**src/ocb_pkg.sv**
```systemverilog
// Package: shared constants, types and tables for the orbit camera basis block.
package ocb_pkg;

    localparam int AngleBits    = 16;
    localparam int UnitFracBits = 14;
    localparam int DistFracBits = 8;

    localparam int CordicSteps = 28;
    localparam int CordicFrac  = 30;
    localparam int StepBits    = 5;
    localparam logic signed [33:0] CordicGainInv = 34'sd652032874;

    // Elevation limit: quarter turn less 0.01 rad in angle counts
    localparam longint ElevMargin =
        ((longint'(1) << AngleBits) * 64'd15915494 + 64'd5000000000) / 64'd10000000000;
    localparam longint ElevLimit = (longint'(1) << (AngleBits - 2)) - ElevMargin;

    localparam int UnitOne = 1 << UnitFracBits;

    // Register indexes
    localparam logic [2:0] RegTargetX = 3'd0;
    localparam logic [2:0] RegTargetY = 3'd1;
    localparam logic [2:0] RegTargetZ = 3'd2;
    localparam logic [2:0] RegMinDist = 3'd3;
    localparam logic [2:0] RegMaxDist = 3'd4;

    localparam logic [17:0] MinDistReset = 18'd26;
    localparam logic [17:0] MaxDistReset = 18'd256000;
    localparam logic [17:0] DistReset    = 18'd2560;

    typedef struct packed {
        logic [15:0] delta_azimuth;
        logic [15:0] delta_elevation;
        logic [18:0] zoom_delta;
        logic        load_distance;
        logic [17:0] new_distance;
    } in_item_t;

    typedef struct packed {
        logic [24:0] position_x;
        logic [24:0] position_y;
        logic [24:0] position_z;
        logic [15:0] forward_x;
        logic [15:0] forward_y;
        logic [15:0] forward_z;
        logic [15:0] right_x;
        logic [15:0] right_y;
        logic [15:0] right_z;
        logic [15:0] up_x;
        logic [15:0] up_y;
        logic [15:0] up_z;
    } out_item_t;

    // Start/done handshake between the sequencer and the CORDIC unit
    typedef struct packed {
        logic                 start;
        logic [AngleBits-1:0] angle;
    } cordic_req_t;

    typedef struct packed {
        logic                        done;
        logic signed [UnitFracBits+1:0] cos_v;
        logic signed [UnitFracBits+1:0] sin_v;
    } cordic_rsp_t;

    function automatic logic [31:0] atan_entry(input logic [StepBits-1:0] i);
        logic [31:0] r;
        begin
            case (i)
                5'd0:  r = 32'd536870912;
                5'd1:  r = 32'd316933406;
                5'd2:  r = 32'd167458907;
                5'd3:  r = 32'd85004756;
                5'd4:  r = 32'd42667331;
                5'd5:  r = 32'd21354465;
                5'd6:  r = 32'd10679838;
                5'd7:  r = 32'd5340245;
                5'd8:  r = 32'd2670163;
                5'd9:  r = 32'd1335087;
                5'd10: r = 32'd667544;
                5'd11: r = 32'd333772;
                5'd12: r = 32'd166886;
                5'd13: r = 32'd83443;
                5'd14: r = 32'd41722;
                5'd15: r = 32'd20861;
                5'd16: r = 32'd10430;
                5'd17: r = 32'd5215;
                5'd18: r = 32'd2608;
                5'd19: r = 32'd1304;
                5'd20: r = 32'd652;
                5'd21: r = 32'd326;
                5'd22: r = 32'd163;
                5'd23: r = 32'd81;
                5'd24: r = 32'd41;
                5'd25: r = 32'd20;
                5'd26: r = 32'd10;
                5'd27: r = 32'd5;
                default: r = 32'd0;
            endcase
            return r;
        end
    endfunction

endpackage

```
**src/ocb_if.sv**
```systemverilog
// Interface: valid/ready channel carrying one payload item.
interface ocb_if #(parameter type T = logic) (input logic clk);
    logic valid;
    logic ready;
    T     data;

    modport source (output valid, output data, input ready);
    modport sink (input valid, input data, output ready);
endinterface

```
**src/ocb_cordic.sv**
```systemverilog
// Iterative rotation CORDIC: one micro-rotation per cycle, quadrant mapped.
module ocb_cordic (
    input  logic                 clk,
    input  logic                 rst_n,
    input  ocb_pkg::cordic_req_t req,
    output ocb_pkg::cordic_rsp_t rsp
);

    localparam int W = 34;
    localparam int Sh = ocb_pkg::CordicFrac - ocb_pkg::UnitFracBits;
    localparam int UW = ocb_pkg::UnitFracBits + 2;

    logic                 busy_reg, busy_next;
    logic                 done_reg, done_next;
    logic [ocb_pkg::StepBits-1:0] step_reg, step_next;
    logic [1:0]           quad_reg, quad_next;
    logic signed [W-1:0]  x_reg, x_next, y_reg, y_next, z_reg, z_next;
    logic signed [UW-1:0] cos_reg, cos_next, sin_reg, sin_next;

    logic [31:0]          u;
    logic signed [W-1:0]  dx, dy, atn, xr, yr;
    logic signed [UW-1:0] c_cl, s_cl;

    assign u = {req.angle, {(32 - ocb_pkg::AngleBits){1'b0}}};

    // Clamp a rounded CORDIC output to [0, one]
    function automatic logic signed [UW-1:0] clamp_unit(input logic signed [W-1:0] v);
        logic signed [W-1:0] r;
        begin
            r = (v + (W'(1) <<< (Sh - 1))) >>> Sh;
            if (r < 0)
                return '0;
            else if (r > W'(ocb_pkg::UnitOne))
                return UW'(ocb_pkg::UnitOne);
            else
                return UW'(r);
        end
    endfunction

    always_comb
    begin
        dx  = y_reg >>> step_reg;
        dy  = x_reg >>> step_reg;
        atn = W'(ocb_pkg::atan_entry(step_reg));
        xr  = x_reg;
        yr  = y_reg;
        c_cl = clamp_unit(x_reg);
        s_cl = clamp_unit(y_reg);
        busy_next = busy_reg;
        done_next = 1'b0;
        step_next = step_reg;
        quad_next = quad_reg;
        x_next = x_reg;
        y_next = y_reg;
        z_next = z_reg;
        cos_next = cos_reg;
        sin_next = sin_reg;
        if (req.start)
        begin
            // Load start vector and residual angle
            busy_next = 1'b1;
            step_next = '0;
            quad_next = u[31:30];
            x_next = ocb_pkg::CordicGainInv;
            y_next = '0;
            z_next = W'({2'b00, u[29:0]});
        end
        else if (busy_reg)
        begin
            if (step_reg == ocb_pkg::StepBits'(ocb_pkg::CordicSteps))
            begin
                // Round, clamp and rotate into the quadrant
                busy_next = 1'b0;
                done_next = 1'b1;
                case (quad_reg)
                    2'd1:
                    begin
                        cos_next = -s_cl;
                        sin_next = c_cl;
                    end
                    2'd2:
                    begin
                        cos_next = -c_cl;
                        sin_next = -s_cl;
                    end
                    2'd3:
                    begin
                        cos_next = s_cl;
                        sin_next = -c_cl;
                    end
                    default:
                    begin
                        cos_next = c_cl;
                        sin_next = s_cl;
                    end
                endcase
            end
            else
            begin
                if (!z_reg[W-1])
                begin
                    x_next = xr - dx;
                    y_next = yr + dy;
                    z_next = z_reg - atn;
                end
                else
                begin
                    x_next = xr + dx;
                    y_next = yr - dy;
                    z_next = z_reg + atn;
                end
                step_next = step_reg + 1'b1;
            end
        end
    end

    // Control registers
    always_ff @(posedge clk or negedge rst_n)
    begin
        if (!rst_n)
        begin
            busy_reg <= 1'b0;
            done_reg <= 1'b0;
            step_reg <= '0;
        end
        else
        begin
            busy_reg <= busy_next;
            done_reg <= done_next;
            step_reg <= step_next;
        end
    end

    // Datapath registers
    always_ff @(posedge clk)
    begin
        quad_reg <= quad_next;
        x_reg    <= x_next;
        y_reg    <= y_next;
        z_reg    <= z_next;
        cos_reg  <= cos_next;
        sin_reg  <= sin_next;
    end

    assign rsp.done  = done_reg;
    assign rsp.cos_v = cos_reg;
    assign rsp.sin_v = sin_reg;

endmodule

```
**src/ocb_regs.sv**
```systemverilog
// APB configuration registers: target coordinates and distance limits.
module ocb_regs (
    input  logic        clk,
    input  logic        rst_n,
    input  logic        psel,
    input  logic        penable,
    input  logic        pwrite,
    input  logic [4:0]  paddr,
    input  logic [31:0] pwdata,
    output logic [31:0] prdata,
    output logic        pready,
    output logic signed [23:0] target_x,
    output logic signed [23:0] target_y,
    output logic signed [23:0] target_z,
    output logic [17:0] min_distance,
    output logic [17:0] max_distance
);

    logic signed [23:0] tx_reg, ty_reg, tz_reg;
    logic [17:0] min_reg, max_reg;
    logic        wr;
    logic [2:0]  idx;

    assign pready = 1'b1;
    assign wr  = psel && penable && pwrite;
    assign idx = paddr[4:2];

    // Write on the access phase
    always_ff @(posedge clk or negedge rst_n)
    begin
        if (!rst_n)
        begin
            tx_reg  <= '0;
            ty_reg  <= '0;
            tz_reg  <= '0;
            min_reg <= ocb_pkg::MinDistReset;
            max_reg <= ocb_pkg::MaxDistReset;
        end
        else if (wr)
        begin
            case (idx)
                ocb_pkg::RegTargetX: tx_reg  <= pwdata[23:0];
                ocb_pkg::RegTargetY: ty_reg  <= pwdata[23:0];
                ocb_pkg::RegTargetZ: tz_reg  <= pwdata[23:0];
                ocb_pkg::RegMinDist: min_reg <= pwdata[17:0];
                ocb_pkg::RegMaxDist: max_reg <= pwdata[17:0];
                default: ;
            endcase
        end
    end

    // Read back
    always_comb
    begin
        case (idx)
            ocb_pkg::RegTargetX: prdata = {{8{tx_reg[23]}}, tx_reg};
            ocb_pkg::RegTargetY: prdata = {{8{ty_reg[23]}}, ty_reg};
            ocb_pkg::RegTargetZ: prdata = {{8{tz_reg[23]}}, tz_reg};
            ocb_pkg::RegMinDist: prdata = {14'd0, min_reg};
            ocb_pkg::RegMaxDist: prdata = {14'd0, max_reg};
            default:             prdata = '0;
        endcase
    end

    assign target_x = tx_reg;
    assign target_y = ty_reg;
    assign target_z = tz_reg;
    assign min_distance = min_reg;
    assign max_distance = max_reg;

endmodule

```
**src/orbit_camera_basis_core.sv**
```systemverilog
// Top level: orbit state update, shared CORDIC and multiplier sequencer.
// Sequence: two CORDIC runs (azimuth, then elevation), each with its result picked
// up, eight multiply steps through one shared multiplier, then the result moves into
// the output register.
// One item is taken at a time; a result still waiting holds the next one.
// Reset: asynchronous, active low; angles clear, distance goes to 10 units,
// targets clear and distance limits return to 0.1 and 1000 units.
module orbit_camera_basis_core (
    input  logic        clk,
    input  logic        rst_n,
    ocb_if.sink         in_ch,
    ocb_if.source       out_ch,
    input  logic        psel,
    input  logic        penable,
    input  logic        pwrite,
    input  logic [4:0]  paddr,
    input  logic [31:0] pwdata,
    output logic [31:0] prdata,
    output logic        pready
);

    localparam int UF = ocb_pkg::UnitFracBits;
    localparam int UW = UF + 2;
    localparam int AB = ocb_pkg::AngleBits;

    localparam logic [3:0] StIdle = 4'd0;
    localparam logic [3:0] StAz   = 4'd1;
    localparam logic [3:0] StEl   = 4'd2;
    localparam logic [3:0] StM0   = 4'd3;
    localparam logic [3:0] StM1   = 4'd4;
    localparam logic [3:0] StM2   = 4'd5;
    localparam logic [3:0] StM3   = 4'd6;
    localparam logic [3:0] StM4   = 4'd7;
    localparam logic [3:0] StM5   = 4'd8;
    localparam logic [3:0] StM6   = 4'd9;
    localparam logic [3:0] StM7   = 4'd10;
    localparam logic [3:0] StOut  = 4'd11;

    logic signed [23:0] target_x, target_y, target_z;
    logic [17:0] min_distance, max_distance;

    logic [3:0]  state_reg, state_next;
    logic [AB-1:0] az_reg, az_next;
    logic signed [AB-2:0] el_reg, el_next;
    logic [17:0] dist_reg, dist_next;
    logic        ovalid_reg, ovalid_next;
    ocb_pkg::out_item_t obuf_reg, obuf_next;
    ocb_pkg::out_item_t work_reg, work_next;

    logic signed [UW-1:0] ac_reg, ac_next, as_reg, as_next;
    logic signed [UW-1:0] ec_reg, ec_next, es_reg, es_next;
    logic signed [18:0]   ma_reg, ma_next;
    logic signed [31:0]   mb_reg, mb_next;
    logic signed [47:0]   prod_reg;

    ocb_pkg::cordic_req_t creq;
    ocb_pkg::cordic_rsp_t crsp;
    ocb_pkg::in_item_t    in_d;

    logic accept;
    logic signed [20:0] d_ld, d_zm;
    logic signed [AB:0] el_sum;
    logic signed [47:0] prod_r1, prod_r2;
    logic signed [18:0] dist_op;

    ocb_regs u_regs (
        .clk(clk), .rst_n(rst_n), .psel(psel), .penable(penable), .pwrite(pwrite),
        .paddr(paddr), .pwdata(pwdata), .prdata(prdata), .pready(pready),
        .target_x(target_x), .target_y(target_y), .target_z(target_z),
        .min_distance(min_distance), .max_distance(max_distance)
    );

    ocb_cordic u_cordic (
        .clk(clk), .rst_n(rst_n), .req(creq), .rsp(crsp)
    );

    // Clamp low bound first, then high bound
    function automatic logic signed [20:0] clamp_dist(input logic signed [20:0] v,
                                                      input logic [17:0] lo,
                                                      input logic [17:0] hi);
        logic signed [20:0] r;
        begin
            r = v;
            if (r < $signed({3'b000, lo}))
                r = $signed({3'b000, lo});
            if (r > $signed({3'b000, hi}))
                r = $signed({3'b000, hi});
            return r;
        end
    endfunction

    assign in_d   = in_ch.data;
    assign accept = in_ch.valid && in_ch.ready;
    assign in_ch.ready = (state_reg == StIdle);
    assign out_ch.valid = ovalid_reg;
    assign out_ch.data  = obuf_reg;

    assign d_ld = in_d.load_distance
        ? clamp_dist($signed({3'b000, in_d.new_distance}), min_distance, max_distance)
        : $signed({3'b000, dist_reg});
    assign d_zm = clamp_dist(d_ld - 21'(signed'(in_d.zoom_delta)), min_distance,
                             max_distance);
    assign el_sum = (AB+1)'(el_reg) + (AB+1)'(signed'(in_d.delta_elevation));
    assign dist_op = $signed({1'b0, dist_reg});

    // Rounded shifts of the shared product
    assign prod_r1 = (prod_reg + (48'sd1 <<< (UF - 1))) >>> UF;
    assign prod_r2 = (prod_reg + (48'sd1 <<< (2*UF - 1))) >>> (2*UF);

    // Shared multiplier, registered
    always_ff @(posedge clk)
    begin
        prod_reg <= 48'(ma_reg) * 48'(mb_reg);
    end

    // Sequencer
    always_comb
    begin
        state_next = state_reg;
        az_next = az_reg;
        el_next = el_reg;
        dist_next = dist_reg;
        ovalid_next = ovalid_reg;
        obuf_next = obuf_reg;
        work_next = work_reg;
        ac_next = ac_reg;
        as_next = as_reg;
        ec_next = ec_reg;
        es_next = es_reg;
        ma_next = ma_reg;
        mb_next = mb_reg;
        creq.start = 1'b0;
        creq.angle = az_reg;
        if (out_ch.valid && out_ch.ready)
            ovalid_next = 1'b0;
        case (state_reg)
            StIdle:
            begin
                if (accept)
                begin
                    // Update orbit state and start the azimuth rotation
                    dist_next = d_zm[17:0];
                    az_next = az_reg + in_d.delta_azimuth[AB-1:0];
                    if (el_sum > (AB+1)'(ocb_pkg::ElevLimit))
                        el_next = (AB-1)'(ocb_pkg::ElevLimit);
                    else if (el_sum < -(AB+1)'(ocb_pkg::ElevLimit))
                        el_next = (AB-1)'(-ocb_pkg::ElevLimit);
                    else
                        el_next = el_sum[AB-2:0];
                    creq.start = 1'b1;
                    creq.angle = az_reg + in_d.delta_azimuth[AB-1:0];
                    state_next = StAz;
                end
            end
            StAz:
            begin
                if (crsp.done)
                begin
                    ac_next = crsp.cos_v;
                    as_next = crsp.sin_v;
                    creq.start = 1'b1;
                    creq.angle = AB'(el_reg);
                    state_next = StEl;
                end
            end
            StEl:
            begin
                if (crsp.done)
                begin
                    ec_next = crsp.cos_v;
                    es_next = crsp.sin_v;
                    work_next.right_x = 16'(ac_reg);
                    work_next.right_y = '0;
                    work_next.right_z = 16'(-as_reg);
                    work_next.forward_y = 16'(-crsp.sin_v);
                    work_next.up_y = 16'(crsp.cos_v);
                    ma_next = 19'(crsp.cos_v);
                    mb_next = 32'(as_reg);
                    state_next = StM0;
                end
            end
            StM0:
            begin
                // ec*ac into multiplier
                ma_next = 19'(ec_reg);
                mb_next = 32'(ac_reg);
                state_next = StM1;
            end
            StM1:
            begin
                // ec*as ready: forward x, then scale by distance
                work_next.forward_x = 16'((-prod_reg + (48'sd1 <<< (UF - 1))) >>> UF);
                ma_next = dist_op;
                mb_next = 32'(prod_reg);
                state_next = StM2;
            end
            StM2:
            begin
                // ec*ac ready: forward z, then scale by distance
                work_next.forward_z = 16'((-prod_reg + (48'sd1 <<< (UF - 1))) >>> UF);
                ma_next = dist_op;
                mb_next = 32'(prod_reg);
                state_next = StM3;
            end
            StM3:
            begin
                // d*ec*as ready
                work_next.position_x = 25'(48'(target_x) + prod_r2);
                ma_next = 19'(es_reg);
                mb_next = 32'(as_reg);
                state_next = StM4;
            end
            StM4:
            begin
                // d*ec*ac ready
                work_next.position_z = 25'(48'(target_z) + prod_r2);
                ma_next = 19'(es_reg);
                mb_next = 32'(ac_reg);
                state_next = StM5;
            end
            StM5:
            begin
                // es*as ready
                work_next.up_x = 16'((-prod_reg + (48'sd1 <<< (UF - 1))) >>> UF);
                ma_next = dist_op;
                mb_next = 32'(es_reg);
                state_next = StM6;
            end
            StM6:
            begin
                // es*ac ready
                work_next.up_z = 16'((-prod_reg + (48'sd1 <<< (UF - 1))) >>> UF);
                state_next = StM7;
            end
            StM7:
            begin
                // d*es ready
                work_next.position_y = 25'(48'(target_y) + prod_r1);
                state_next = StOut;
            end
            StOut:
            begin
                // Hand the item to the output register once it is free
                if (!ovalid_reg || out_ch.ready)
                begin
                    obuf_next = work_reg;
                    ovalid_next = 1'b1;
                    state_next = StIdle;
                end
            end
            default:
            begin
                state_next = StIdle;
            end
        endcase
    end

    // Control and state registers
    always_ff @(posedge clk or negedge rst_n)
    begin
        if (!rst_n)
        begin
            state_reg  <= StIdle;
            az_reg     <= '0;
            el_reg     <= '0;
            dist_reg   <= ocb_pkg::DistReset;
            ovalid_reg <= 1'b0;
        end
        else
        begin
            state_reg  <= state_next;
            az_reg     <= az_next;
            el_reg     <= el_next;
            dist_reg   <= dist_next;
            ovalid_reg <= ovalid_next;
        end
    end

    // Payload registers
    always_ff @(posedge clk)
    begin
        obuf_reg <= obuf_next;
        work_reg <= work_next;
        ac_reg <= ac_next;
        as_reg <= as_next;
        ec_reg <= ec_next;
        es_reg <= es_next;
        ma_reg <= ma_next;
        mb_reg <= mb_next;
    end

    // Checks
    a_no_accept_busy: assert property (@(posedge clk) disable iff (!rst_n)
        (state_reg != StIdle) |-> !in_ch.ready)
        else $error("input ready while busy");
    a_elev_range: assert property (@(posedge clk) disable iff (!rst_n)
        ($signed(el_reg) <= (AB-1)'(ocb_pkg::ElevLimit)) &&
        ($signed(el_reg) >= (AB-1)'(-ocb_pkg::ElevLimit)))
        else $error("elevation beyond limit");
    a_out_after_seq: assert property (@(posedge clk) disable iff (!rst_n)
        $rose(ovalid_reg) |-> $past(state_reg) == StOut)
        else $error("result without finished sequence");

endmodule

```
**src/flat_wrapper.sv**
```systemverilog
// flat-port wrapper written by rule: the top's interface ports become plain ports
module orbit_camera_basis_core_flat 
  (clk, rst_n, psel, penable, pwrite, paddr, pwdata, prdata, pready, in_ch_valid, in_ch_data, in_ch_ready, out_ch_valid, out_ch_data, out_ch_ready);
  ocb_if #(.T(ocb_pkg::in_item_t)) in_ch_i (.clk(clk));
  ocb_if #(.T(ocb_pkg::out_item_t)) out_ch_i (.clk(clk));
  input  logic clk;
  input  logic rst_n;
  input  logic psel;
  input  logic penable;
  input  logic pwrite;
  input  logic [4:0] paddr;
  input  logic [31:0] pwdata;
  output logic [31:0] prdata;
  output logic pready;
  input wire logic [$bits(in_ch_i.valid)-1:0] in_ch_valid;
  input wire logic [$bits(in_ch_i.data)-1:0] in_ch_data;
  output wire logic [$bits(in_ch_i.ready)-1:0] in_ch_ready;
  output wire logic [$bits(out_ch_i.valid)-1:0] out_ch_valid;
  output wire logic [$bits(out_ch_i.data)-1:0] out_ch_data;
  input wire logic [$bits(out_ch_i.ready)-1:0] out_ch_ready;
  assign in_ch_i.valid = in_ch_valid;
  assign in_ch_i.data = in_ch_data;
  assign in_ch_ready = in_ch_i.ready;
  assign out_ch_valid = out_ch_i.valid;
  assign out_ch_data = out_ch_i.data;
  assign out_ch_i.ready = out_ch_ready;
  orbit_camera_basis_core u_core (.clk(clk), .rst_n(rst_n), .in_ch(in_ch_i), .out_ch(out_ch_i), .psel(psel), .penable(penable), .pwrite(pwrite), .paddr(paddr), .pwdata(pwdata), .prdata(prdata), .pready(pready));
endmodule
```
**config.mk**
```make
export PLATFORM = sky130hd
export DESIGN_NAME = orbit_camera_basis_core_flat
export DESIGN_NICKNAME = d
export VERILOG_FILES = /design/src/ocb_pkg.sv /design/src/ocb_if.sv /design/src/ocb_cordic.sv /design/src/ocb_regs.sv /design/src/orbit_camera_basis_core.sv /design/src/flat_wrapper.sv
export SDC_FILE = /design/constraint.sdc
export NUM_CORES = 2
export LEC_CHECK = 0
export ABC_AREA = 0
export BUFFER_PORTS_ARGS = -buffer_cell sky130_fd_sc_hd__buf_2
export CAP_MARGIN = 20
export CORE_MARGIN = 5
export CORE_UTILIZATION = 52
export CTS_CLUSTER_SIZE = 28
export DETAILED_ROUTE_END_ITERATION = 16
export GPL_ROUTABILITY_DRIVEN = 1
export GPL_TIMING_DRIVEN = 0
export PLACE_DENSITY = 0.69
export SYNTH_ARGS = -nofsm -noshare
export SYNTH_HDL_FRONTEND = slang
export SYNTH_SLANG_ARGS = --single-unit
```
**constraint.sdc**
```tcl
create_clock -name clk -period 19 [get_ports clk]
set_input_delay 2.85 -clock clk [delete_from_list [all_inputs] [get_ports clk]]
set_output_delay 2.85 -clock clk [all_outputs]
set_load 0.05 [all_outputs]
```
==> impl_results.md <==
- Minimum clock period: 15.50 ns
- Hold path depth: 0
- Ports placed on the boundary: around 370
- Final setup viols: 0
- Count of final max-slew check failures: 0
- Vias per cell: between 6 and 7
- Critical path arrival: between 15 and 20 ns
- Core Area: around 140000 um2
- Setup tns final: 0 ns
- Mapped cell area: 73300 um2
- Clock tree sinks: ~860
- Clock buffer depth: 3
- Critical path capture point type: flop
- First-pass GRT wire length: 404 mm
- Area grow syn2layout: 11.0%
- Worst path max stage delay: about 0.7 ns
- Adder-cell share of the synthesized area: around a quarter
- Critical Path Fanout Max: 10
- Via Count: approximately 61000
- Xor/xnor share of the synthesized area: between 5 and 6%
- Drt wl/cell: between 20 and 30 um
- PostCTS Resize Cnt: 0
- Post-synth EDFFs: around 550
- Cells after Synth: around 7300
- WHS Endpoint: u_core.out_ch.data[115]$_DFFE_PP_
- Period utilisation layout: between 80 and 90%
- Syn_area_per_cell: between 9 and 10 um2
- Hold crit path type: reg2reg
- Top cell by count, worst path: a21o_1
- Share of cells above drive strength 1: 12.2%
- Least-Margin Pin Slew: 1.39 ns
- Slowest-stage cell, CP: a2bb2oi_1
- Dpl hpwl: approximately 220 mm
- Die Footprint: approximately 150000 um2
- Status: completed
- Worst Clk Skew: around 0.077 ns
- Final hold violations: 0
- TritonCTS clock tree: done
- Met1 WL: around 110 mm
- # rows: roughly 140
- Multiplexer area fraction after synthesis: around 6.3%
- Postcts setup bufs: 0
- Synth cell types: approximately 110
- Reg2reg start: u_core.u_regs.min_distance[1]$_DFFE_PN1P_
- Detail Route Antenna Nets: 0
- Number of flip-flops in the largest register: between 200 and 250
- Insertion delay to the later sink of the worst-skew pair: 0.74 ns
- Total gr overflow: 0
- CTS clock-pin slew for the worst setup and hold paths: about 0.060 ns
- Reg2Reg Depth: 55
- Flop and latch count out of synthesis: between 800 and 900
- Relative slew slack: around 7.3%
- Top Metal Used: met5
- Simple-gate portion of the synthesized area: around 14%
- Final GP Congestion: around 1.1
- Met3 WL: between 20 and 25 mm
- Chip height: 385 um
- Synth Area in Compound Gates: a little over an eighth
- Total Wirelength: approximately 280 mm
- Starting Density: 52.4%
- DR pass1 iterations: 7
- Top_reg_cell synth: edfxtp_1
- Critical path class: in2reg
- DIE WIDTH: 385 um
- Hold-fix buffers, CTS: 0
- Yosys top cell area share: between 20% and 30%
- CP Data Required Time: between 15 and 20 ns
- Max-cap violations: 0
- Peak Freq: 0.0645 GHz
- Routed met2 length: around 120 mm
- Count of nets after finishing: approximately 9000
- Worst reg2reg endpoint: u_core.dist_reg[7]$_DFFE_PN0P_
- CTS H-tree depth: 3
- Cell taking the most area after synthesis: edfxtp_1
- Min-delay src: u_core.work_reg[115]$_DFFE_PP_
- Largest family of logic cells by synthesized area: adder cells
- Most frequent cells in the layout: nand2_1 (859), inv_1 (681), fa_1 (576), edfxtp_1 (552), ha_1 (443)
- Ys async rst share: around a fifth
- Hold_ws: just under 0.4 ns
- Largest net degree at the start of global routing: between 90 and 100
- # port buffers: 339
- Seq/Total Area, Yosys: between 30% and 40%
- # DRC: 0
- Reg2reg setup slack: between 5 and 6 ns
- CTS Root Cell: clkbuf_16
- RSZ-0062 raised after global routing: false
- Yosys Warn Count: 0
- CP startpoint kind: input pin
- Tot GR Track Use: 37.1%
- Initial antenna violation count: 12
- Ranking of synthesized cells by area: edfxtp_1 (23%), fa_1 (16%), ha_1 (7.6%)
- 1st-iter DRT viols: between 6000 and 7000
- Commonest non-fill, non-tap cell in the layout: nand2_1
- Num CTS Buffers: 93
- Vias in the first global route: between 60000 and 70000
per-stage QoR:
stage	area, um2	util [%]	std cells	setup slack, ns
finish	81300	58.2	9810	3.50
global route	81300	58.1	9806	2.72
CTS	81300	58.1	9801	3.81
detailed placement	78200	55.9	9625	3.11
global placement	77400	55.3	9575	-5.37
floorplan	73400	-	7360	1.42
cell families after synthesis:
family	Yosys count
AO/OA/AOI/OAI	1460
buffers and inverters	1103
adder cells (fa/ha/maj)	1019
flip-flops	857
XOR/XNOR	468
other	2
AND/OR/NAND/NOR	2098
multiplexers	338
worst max-delay path: cells and delay by family:
family | cells | cell delay [ns]
compound gates | 33 | 7.55
xor+xnor | 1 | 0.18
fa+ha+maj | 7 | 1.96
buf+inv | 6 | 1.93
mux | 3 | 1.06
simple gates | 5 | 0.49
cells in the mapped netlist, types with 25 or more instances:
master    count
and3_1       63
nand2_1     859
edfxtp_1    552
or3_1        27
o221ai_1     27
clkbuf_1    300
a21oi_1     399
o31ai_1      26
nor3_1      120
o21a_1       43
and2_1      211
inv_1       681
dfrtp_1     158
a21o_1      162
ha_1        443
o22ai_1      57
nand2b_1     82
mux2_2      163
xor2_1      171
fa_1        576
buf_1        43
dfxtp_1     136
nand3_1     126
xnor2_1     297
o21ai_0     238
buf_4        32
nor4_1       25
a31oi_1      59
or2_2        26
nand4_1      44
nor2_1      377
mux4_2       79
a211oi_1     56
o21bai_1     36
o211ai_1     41
buf_2        27
nor2b_1      51
a31o_2       33
a22oi_1      55
mux2i_1      90
worst max-delay path by stage:
stage	start	endpoint	slack [ns]
2_1_floorplan	out_ch_ready	u_core.out_ch.data[0]$_DFFE_PP_	1.42
3_3_place_gp	out_ch_ready	u_core.out_ch.data[110]$_DFFE_PP_	-5.37
3_5_place_dp	in_ch_data[1]	u_core.dist_reg[7]$_DFFE_PN0P_	3.11
4_1_cts	in_ch_data[1]	u_core.dist_reg[7]$_DFFE_PN0P_	3.81
5_1_grt	in_ch_data[1]	u_core.dist_reg[7]$_DFFE_PN0P_	2.72
6_report	in_ch_data[1]	u_core.dist_reg[7]$_DFFE_PN0P_	3.50
layout make-up:
cell class / count / area, um2
diodes: 6 / 15.0
multi-input cells: 5400 / 45500
clock inverters: 59 / 643
flip-flops and latches: 857 / 23500
well taps: 1876 / 2350
clock buffers: 117 / 2490
fillers: 12200 / 58500
repair buffers: 392 / 2400
inverters: 691 / 2590
plain buffers: 412 / 1780
metal layers:
| layer | global-route usage [%] | vias up |
|---|---|---|
| met5 | 0 | - |
| met4 | 24.8 | 4 |
| met3 | 7.82 | 905 |
| met2 | 58.4 | 3247 |
| met1 | 46.4 | 30100 |
| li1 | - | 26600 |
Power is not shown: default switching activity piles up to over one toggle a cycle in this logic, so the estimate is an artifact.
